File: src/sv/open_addressing_hash_table_defines.svh
// Assertion macros used by the hash table top level.
`ifndef OPEN_ADDRESSING_HASH_TABLE_DEFINES_SVH
`define OPEN_ADDRESSING_HASH_TABLE_DEFINES_SVH

// Same-cycle implication, sampled on clk and disabled while rst_n is low.
`define OAHT_ASSERT_IMP(lbl, ante, cons, msg) \
    lbl: assert property (@(posedge clk) disable iff (!rst_n) (ante) |-> (cons)) \
        else $error(msg);

// Next-cycle implication, sampled on clk and disabled while rst_n is low.
`define OAHT_ASSERT_NXT(lbl, ante, cons, msg) \
    lbl: assert property (@(posedge clk) disable iff (!rst_n) (ante) |=> (cons)) \
        else $error(msg);

`endif

File: src/sv/oaht_pkg.sv
// Shared types and codes for the open addressing hash table.
`timescale 1ns / 1ps

package oaht_pkg;

    typedef enum logic [2:0] {
        CMD_LOOKUP = 3'd0,
        CMD_INSERT = 3'd1,
        CMD_UPDATE = 3'd2,
        CMD_ADD    = 3'd3,
        CMD_REMOVE = 3'd4
    } cmd_t;

    typedef enum logic [1:0] {
        ST_OK     = 2'd0,
        ST_MISS   = 2'd1,
        ST_EXISTS = 2'd2,
        ST_FULL   = 2'd3
    } status_t;

    // Commands from the controller to the datapath.
    typedef struct packed {
        logic clear;    // clear one flag entry and step the sweep counter
        logic load;     // capture a request and set up the first probe
        logic advance;  // move to the next probe slot
        logic finish;   // commit writes and load the result
    } ctl_cmd_t;

    // Status from the datapath to the controller.
    typedef struct packed {
        logic clear_last; // sweep counter is on the last entry
        logic done;       // probe stopped or no step left
    } ctl_sts_t;

endpackage

File: src/sv/oaht_ctrl.sv
// Controller state machine for the hash table: clearing sweep, probe sequencing, handshakes.
`timescale 1ns / 1ps

module oaht_ctrl (
    input  logic              clk,
    input  logic              rst_n,
    input  logic              in_valid,
    input  logic              out_ready,
    input  oaht_pkg::ctl_sts_t sts,
    output oaht_pkg::ctl_cmd_t ctl,
    output logic              in_ready,
    output logic              out_valid
);
    import oaht_pkg::*;

    typedef enum logic [1:0] {
        S_CLEAR,
        S_IDLE,
        S_PROBE,
        S_CHECK
    } state_t;

    state_t state_reg, state_next;
    logic   in_ready_reg, in_ready_next;
    logic   out_valid_reg, out_valid_next;
    logic   out_free;

    assign out_free = !out_valid_reg || out_ready;

    always_comb
    begin
        state_next  = state_reg;
        ctl         = '0;
        case (state_reg)
            S_CLEAR:
            begin
                ctl.clear = 1'b1;
                if (sts.clear_last)
                begin
                    state_next = S_IDLE;
                end
            end
            S_IDLE:
            begin
                if (in_valid)
                begin
                    ctl.load   = 1'b1;
                    state_next = S_PROBE;
                end
            end
            S_PROBE:
            begin
                state_next = S_CHECK;
            end
            S_CHECK:
            begin
                if (!sts.done)
                begin
                    ctl.advance = 1'b1;
                    state_next  = S_PROBE;
                end
                else if (out_free)
                begin
                    ctl.finish = 1'b1;
                    state_next = S_IDLE;
                end
            end
            default:
            begin
                state_next = S_CLEAR;
            end
        endcase
        in_ready_next  = (state_next == S_IDLE);
        out_valid_next = ctl.finish ? 1'b1 : (out_ready ? 1'b0 : out_valid_reg);
    end

    always_ff @(posedge clk or negedge rst_n)
    begin
        if (!rst_n)
        begin
            state_reg     <= S_CLEAR;
            in_ready_reg  <= 1'b0;
            out_valid_reg <= 1'b0;
        end
        else
        begin
            state_reg     <= state_next;
            in_ready_reg  <= in_ready_next;
            out_valid_reg <= out_valid_next;
        end
    end

    assign in_ready  = in_ready_reg;
    assign out_valid = out_valid_reg;

endmodule

File: config.mk
export PLATFORM = sky130hd
export DESIGN_NAME = oaht_ctrl
export DESIGN_NICKNAME = d
export VERILOG_FILES = /design/src/sv/open_addressing_hash_table_defines.svh /design/src/sv/oaht_pkg.sv /design/src/sv/oaht_ctrl.sv
export SDC_FILE = /design/constraint.sdc
export NUM_CORES = 1
export LEC_CHECK = 0
export ABC_AREA = 1
export ABC_CLOCK_PERIOD_IN_PS = 2100
export BUFFER_PORTS_ARGS = -buffer_cell sky130_fd_sc_hd__buf_2
export CORE_AREA = 8 8 45 47
export DETAILED_ROUTE_END_ITERATION = 16
export DIE_AREA = 0 0 53 55
export PLACE_DENSITY = 0.43
export SETUP_SLACK_MARGIN = 0.05
export SYNTH_ARGS = -nofsm -noshare
export SYNTH_HDL_FRONTEND = slang
export SYNTH_SLANG_ARGS = --single-unit
File: constraint.sdc
create_clock -name clk -period 2.1 [get_ports clk]
set_input_delay 0.105 -clock clk [delete_from_list [all_inputs] [get_ports clk]]
set_output_delay 0.105 -clock clk [all_outputs]
set_load 0.05 [all_outputs]
# [Word-level counts from Yosys, hierarchy flattened]
# Index checks and enable logic that the tools add are counted.
[word_totals] in_bits=6 output_inout_bits=6 ff_bits=4 elab_cells=25
[op_classes] n_reduce_logical=4 muxes=14 eq_ne=4
[op_table] operator="2-to-1 mux 2 bit" n=5
[op_table] operator="2-to-1 mux 1 bit" n=8
[op_table] operator="one-hot mux 2 bit (4 select lines)" n=1
[op_table] operator="== test 2 x 1 -> 1 bit, second input constant" n=2
[op_table] operator="== test 2 bit, second input constant" n=2
[op_table] operator="logical NOT 2 bit" n=1
[op_table] operator="nonzero test 2 bit" n=1
[op_table] operator="logical NOT 1 bit" n=1
[op_table] operator="logical OR 1 bit" n=1

# [Depth between registers and ports, before layout]
# Gate-level depths: netlist of run 1.
[depth] word_depth=6 depth_mapped=7 mapped_depth_nobuf=7

# [Worst setup path before layout of run 1]
# OpenSTA, ideal clock, no wires.
[synth_path] kind="register -> register" start="register state_reg[0]" end="register in_ready_reg (netlist: in_ready)" path_stages_with_launch=6 setup_time_ns=0.063 path_buffers=0 required_ns=2.037 arrival_time_ns=1.420 synth_period_minus_slack_ns=1.483 slack_ns=0.617 path_cell_list="dfrtp_1 nor2_1 nand2_1 nand2_2 nand2_1 inv_1"
[synth_via] elab_chain_cells=4 elab_cells_between_ends=10 cone_classes="eq/ne (4); mux (5); reduce/logical (1)"
[synth_lines] item="from (decl)" line="oaht_ctrl.sv:23" source="state_t state_reg, state_next;"
[synth_lines] item="from (signal assigned)" line="oaht_ctrl.sv:87" source="state_reg <= state_next;"
[synth_lines] item="2-to-1 mux 2 bit" line="oaht_ctrl.sv:62" source="else if (out_free)"
[synth_lines] item="2-to-1 mux 2 bit" line="oaht_ctrl.sv:57" source="if (!sts.done)"
[synth_lines] item="one-hot mux 2 bit (4 select lines) (*)" line="oaht_ctrl.sv:34" source="case (state_reg)"
[synth_lines] item="via state_next[0]" line="oaht_ctrl.sv:23"
[synth_lines] item="== test 2 x 1 -> 1 bit (*)" line="oaht_ctrl.sv:73" source="in_ready_next = (state_next == S_IDLE);"
[synth_lines] item="via in_ready_next" line="oaht_ctrl.sv:24" source="logic in_ready_reg, in_ready_next;"
[synth_lines] item="to (signal assigned)" line="oaht_ctrl.sv:88" source="in_ready_reg <= in_ready_next;"
[synth_lines] item="to (decl)" line="oaht_ctrl.sv:24"
# Mark *: on every way through the listed nets, which the timed path passes. The rest lies on a longest branch.
# A chain may end at the register's enable or synchronous reset.

==> flow_summary.ini, run 1 <==
[floorplanning]
floorplan.die.width_um = 53
row_count = 14
die_h_um = 55
initial_utilization_pct = 15.37
pin_count = 12
core-area_um2 = 1384
die_area_um2 = 2915

[place]
hpwlAfterDp_um = 411.7
numPortBuffers = 11
pre_cts_slack_ns = 1.050
final_replace_weighted_congestion = 0.6409
place_area_um2 = 280.3

[worst_setup_path]
cp_max_fo = 5
timing.critical_path.arrival_ns = 1.17
worst-r2r-setup-slack_ns = 1.24
critical_path.reg2reg.endpoint = in_ready
reg2reg_start = state_reg[1]
reg2reg_depth = 6
nature_of_the_critical_path_endpoint = primary output
cp.required_ns = 2.00
setup.worst_path.start_class = flip-flop
critPathKind = flip-flop to primary output

[final_layout]
finish.instance_area_um2 = 312.8
largest_register_ffs = 2
fill_cells = 164
regArea_um2 = 100.1
nNetsFinal = 52
layout_cell_share_with_drive_strength_beyond_1_pct = 43.18
syn2layout_area_growth_pct = 47.06
ant_diodes = 0
finalCoreUtilization_pct = 22.60
multiInputGateArea_um2 = 75.07

[worst_hold_path]
worst_hold_path_cells = 3
worstHoldStart = sts[1]
hold_path_end = state_reg[0]
hold_class = input pin to flip-flop

[drt]
drt-total-wl_um = 469
viasPerCell = 3.550
drc_errors = 0
num_vias = 213
wire_per_inst_um = 7.817
first_iter_violations = 2
detailed_router_iteration_count_before_antenna_repair = 2
ant_nets = 0

[timing]
setup_viol = 0
fin_setup_tns_ns = 0
finClkSkew_ns = 0.004127
maxSlewViolCount = 0
period_needed_ns = 1.277
max_slew.worst_pin.slew_ns = 0.2518
layout_setup_ws_ns = 0.8233
grt_setup_unrepaired = no
max_slew_margin_pct = 83.33
fmax_ghz = 0.7833
fin_crit_sh_pct = 60.80
report.final.hold_viol_count = 0

[grt]
groute.usage.overall_pct = 3.943
initial_antenna_violation_count = 0
grt_start_max_net_pins = 6
residual_overflow_from_global_routing = 0
grt_pass1_wl_um = 745
grt_pass1_vias = 208

[status]
result_of_the_run = complete, no violations

[logic_synthesis]
yosys.area.top_type_share_pct = 47.06
mappedNetlistArea_um2 = 212.7
synth_warnings = 0
yosys.cell_types.count = 9
synthTopCellsByArea = dfrtp_1 47%, nand2_1 18%, inv_1 12%
seq_cells_post_synth = 4
async_reset_ff_share_pct = 100.0
synth.net_count = 36
syn_area_per_cell_um2 = 7.090
synth_ff_type = dfrtp_1
synthMostInstantiatedCell = nand2_1
yosys-top-cells-count = 10 x nand2_1, 7 x inv_1, 4 x dfrtp_1
yosysTopAreaCell = dfrtp_1
syn_inst = 30
edff_count_synth = 0
synth-seq-area-share_pct = 47.06

[clock_tree]
cts-root-to-sink-buffers = 2
clkTransAtPathRegs_ns = 0.03
clock_tree_root_driver_cell = clkbuf_4
cts_made_buffers = 3
tritoncts = done
clock_sinks = 4
clkLatencyLatePin_ns = 0.23
postCtsSetupBuffers = 0
cts_max_level = 1

[power_and_ir_drop]
power.share.clock_pct = 17.5
cellPowerDensity_nw_per_um2 = 1729
total_power_consumption_of_the_routed_design_mw = 0.5410
power_switching_share_pct = 53.98
combPwrFrac_pct = 56.4
p_sw_mw = 0.2920
ir_drop_worst_vdd_mv = 0.2756
internal_power_mw = 0.2489
power_frac_seq_pct = 26.0
leakagePower_nw = 0.2105

[run]
maxCapViolations = 0
==> power groups by stage <==
stage	registers (mW)	logic, mW	clock network, mW
2_1_floorplan	0.199	0.194	0
3_3_place_gp	0.144	0.310	0
3_5_place_dp	0.143	0.311	0
4_1_cts	0.142	0.313	0.0977
5_1_grt	0.147	0.331	0.106
6_report	0.141	0.305	0.0948
==> critical path, cell delays in order (launching register included) <==
cell	delay, ns
dfrtp_1	0.39
nand2_1	0.08
nor2_2	0.09
nand2_2	0.07
inv_1	0.05
buf_2	0.25
==> how the worst max path moves through the flow <==
stage                  from       end  slack, ns  cells past startpoint
6_report       state_reg[1]    ctl[0]       0.82                      5
5_1_grt        state_reg[1]    ctl[0]       0.73                      5
4_1_cts        state_reg[1]    ctl[0]       0.80                      5
3_5_place_dp   state_reg[1]    ctl[0]       1.05                      5
3_3_place_gp   state_reg[1]    ctl[0]       1.05                      5
2_1_floorplan  state_reg[0]  in_ready       0.62                      5
==> layout make-up <==
| class | instances | share of cell area [%] |
|---|---|---|
| multi-input cells | 17 | 24.00 |
| well taps | 16 | 6.400 |
| flip-flops and latches | 4 | 32.00 |
| clock buffers | 3 | 7.200 |
| repair buffers | 12 | 20.80 |
| inverters | 8 | 9.600 |
==> cell usage in the layout, fill, tap and decap left out <==
master / synthesis / routed
inv_2: 1 / 1
nor2_1: 2 / 2
inv_1: 7 / 7
nand3_1: 1 / 1
nand2_1: 10 / 10
dlygate4sd3_1: 0 / 1
buf_2: 0 / 11
nand2_2: 3 / 3
dfrtp_1: 4 / 4
clkbuf_4: 0 / 3
nor2_2: 1 / 1
==> per-layer routing <==
metal  vias to the layer above  wire length [um]  track usage (%)  part of all wire (%)
li1                        112                 -                -                     -
met1                        97               146            2.141                    31
met4                         0                 0            5.172                     0
met3                         0                50            3.476                    11
met5                         -                 0                0                     0
met2                         4               272            6.445                    58
==> logic make-up (layout without fill, tap and decap cells) <==
kind of cell / Yosys count / in the layout / synth area share, %
AND/OR/NAND/NOR: 17 / 17 / 35.30
flip-flops: 4 / 4 / 47.06
buffers and inverters: 9 / 23 / 17.65
==> per-stage QoR <==
stage,std cells,hold slack [ns]
after floorplan,30,-0.1906
after global placement,56,-0.08676
after detailed placement,56,-0.08678
after CTS,60,0.1068
after global routing,60,0.1165
final,60,0.1056
==> repair_timing <==
action,CTS,global route
resized for setup,0,0
hold buffers,1,0
endpoints found under the hold margin,4,0
Power figures use the tool's default switching activity.
==> inputs of run 2 (changes only) <==
--- a/config.mk
+++ b/config.mk
@@ -5,13 +5,13 @@
 export SDC_FILE = /design/constraint.sdc
 export NUM_CORES = 1
 export LEC_CHECK = 0
-export ABC_AREA = 1
-export ABC_CLOCK_PERIOD_IN_PS = 2100
+export ABC_AREA = 0
+export ABC_CLOCK_PERIOD_IN_PS = 1200
 export BUFFER_PORTS_ARGS = -buffer_cell sky130_fd_sc_hd__buf_2
 export CORE_AREA = 8 8 45 47
 export DETAILED_ROUTE_END_ITERATION = 16
 export DIE_AREA = 0 0 53 55
-export PLACE_DENSITY = 0.43
+export PLACE_DENSITY = 0.44
 export SETUP_SLACK_MARGIN = 0.05
 export SYNTH_ARGS = -nofsm -noshare
 export SYNTH_HDL_FRONTEND = slang
==> constraint.sdc (replaced) <==
create_clock -name clk -period 1.2 [get_ports clk]
set_input_delay 0.06 -clock clk [delete_from_list [all_inputs] [get_ports clk]]
set_output_delay 0.06 -clock clk [all_outputs]
set_load 0.05 [all_outputs]
==> run 2 against run 1 <==
  * Critical path depth decreased by 3
  * Global-route usage increased by 1.2 points
  * Combinational power increased to 2.5 times the previous value
  * Clock power increased by 76%
  * Register-to-register slack got worse by 1.2 ns
  * Core utilization increased by 6.1 points
  * Flip-flop and latch count unchanged
  * Critical endpoint is now ctl[2]
  * Clock skew decreased by 0.00075 ns
  * Largest power group unchanged
  * Synthesized cell count decreased by 20%
==> flow_summary.ini, run 2 <==
[logic_synthesis]
seq_cells_post_synth = 4
yosysTopAreaCell = dfrtp_1
synthTopCellsByArea = dfrtp_1 44%, nor3b_4 8.3%, buf_4 6.6%
edff_count_synth = 0
mappedNetlistArea_um2 = 226.5
yosys.area.top_type_share_pct = 44.20
syn_area_per_cell_um2 = 9.436
syn_inst = 24
async_reset_ff_share_pct = 100.0
synthMostInstantiatedCell = dfrtp_1
yosys.cell_types.count = 14
synth_warnings = 0
synth_ff_type = dfrtp_1
synth.net_count = 30
synth-seq-area-share_pct = 44.20
yosys-top-cells-count = 4 x dfrtp_1, 3 x nand2_1, 3 x nor2_1

[floorplanning]
floorplan.die.width_um = 53
initial_utilization_pct = 16.37
die_area_um2 = 2915
pin_count = 12
row_count = 14
core-area_um2 = 1384
die_h_um = 55

[grt]
residual_overflow_from_global_routing = 0
grt_start_max_net_pins = 9
grt_pass1_wl_mm = 1.076
initial_antenna_violation_count = 0
grt_pass1_vias = 253
groute.usage.overall_pct = 5.145

[clock_tree]
cts_made_buffers = 3
cts_max_level = 1
tritoncts = done
cts-root-to-sink-buffers = 2
clock_sinks = 4
clock_tree_root_driver_cell = clkbuf_4
clkTransAtPathRegs_ns = 0.04
clkLatencyLatePin_ns = 0.23

[worst_setup_path]
setup.worst_path.start_class = flip-flop
cp_max_fo = 6
cp.required_ns = 1.14
nature_of_the_critical_path_endpoint = primary output
timing.critical_path.arrival_ns = 1.10
critPathKind = flip-flop to primary output

[timing]
maxSlewViolCount = 0
setup_viol = 0
finClkSkew_ns = 0.003379
period_needed_ns = 1.158
fin_crit_sh_pct = 96.50
fin_setup_tns_ns = 0
max_slew.worst_pin.slew_ns = 0.2554
fmax_ghz = 0.8636
grt_setup_unrepaired = yes
report.final.hold_viol_count = 0
max_slew_margin_pct = 83.09
finalHoldWorstSlack_ns = 0.09687

[drt]
viasPerCell = 3.814
detailed_router_iteration_count_before_antenna_repair = 4
drt-total-wl_um = 647
wire_per_inst_um = 10.97
num_vias = 225
ant_nets = 0
first_iter_violations = 3
drc_errors = 0

[final_layout]
layout_cell_share_with_drive_strength_beyond_1_pct = 65.12
largest_register_ffs = 2
syn2layout_area_growth_pct = 75.69
nNetsFinal = 51
most-common-layout-cells = 7 x buf_2, 7 x buf_4, 3 x nor2_2, 3 x clkbuf_4, 3 x buf_6
instances_no_fill = 59
ant_diodes = 0

[place]
cell_total_after_placement = 49
hpwlAfterDp_um = 460.9
final_replace_weighted_congestion = 0.6337
numPortBuffers = 11

[power_and_ir_drop]
leakagePower_nw = 0.1997
ir_drop_worst_vdd_mv = 1.293
total_power_consumption_of_the_routed_design_mw = 1.231
cellPowerDensity_nw_per_um2 = 3093

[run]
maxCapViolations = 0

[status]
result_of_the_run = complete, no violations

[worst_hold_path]
hold_class = input pin to flip-flop
==> run 2: cell count changes after synthesis, moves of 2 or more <==
cell	previous run	this run
nand2_1	10	3
inv_1	7	1
nand2_2	3	0
a21oi_1	0	2
==> run 2: timing repair <==
action	in CTS	in global routing
hold buffers	1	0
endpoints found under the setup margin	4	3
buffers inserted	3	3
resized for setup	10	1
pin swaps	0	2
hold endpoints to repair	4	0
==> run 2: layer usage <==
metal | up-vias | track usage (%) | share of wire [%] | wire (um)
met1 | 96 | 6.565 | 51 | 329
met5 | - | 0 | 0 | 0
met4 | 0 | 3.879 | 0 | 0
li1 | 117 | - | - | -
met3 | 0 | 3.743 | 14 | 93
met2 | 12 | 5.469 | 35 | 224
==> run 2: logic make-up (layout without fill, tap and decap cells) <==
| group | Yosys count | count (layout) | synth area share [%] |
|---|---|---|---|
| mux | 1 | 1 | 4.420 |
| simple gates | 12 | 12 | 33.15 |
| buf+inv | 3 | 22 | 8.284 |
| flops | 4 | 4 | 44.20 |
| compound gates | 4 | 4 | 9.944 |
==> run 2: critical path, cell delays in order (launching register included) <==
cell and delay (ns):
dfrtp_2 0.45, nor3b_4 0.23, buf_6 0.19
==> run 2: power by group <==
part / internal (mW) / switching [mW]
logic: 0.319 / 0.452
registers: 0.207 / 0.0855
clock network: 0.112 / 0.0552
total: 0.638 / 0.593
==> run 2: stage by stage <==
stage / util, % / setup slack [ns] / instance area, um^2
after floorplan: - / -0.006859 / 235.2
after global placement: 21.07 / 0.09728 / 291.5
after detailed placement: 21.07 / 0.06258 / 291.5
after CTS: 26.94 / 0.03179 / 372.9
after global routing: 28.75 / -0.005902 / 397.9
final: 28.75 / 0.04200 / 397.9
==> run 2: final cells by class <==
cell class | instances | area [um^2]
sequential | 4 | 102.6
tap | 16 | 20.02
timing repair buffer | 18 | 131.4
fill | 150 | 985.9
clock buffer | 3 | 22.52
inverter | 1 | 3.754
multi-input combinational | 17 | 117.6
==> run 2: final timing paths <==
path                              startpoint           end  slack [ns]  cells past startpoint
worst max-delay path            state_reg[1]        ctl[2]        0.04                      2
worst min-delay path                  sts[1]  state_reg[0]         0.1                      3
worst max register to register  state_reg[1]      in_ready        0.07                      5
worst min register to register  state_reg[1]  state_reg[1]        0.60                      1
max in group asynchronous              rst_n  state_reg[1]        0.90                      2
min in group asynchronous              rst_n     out_valid        0.17                      2
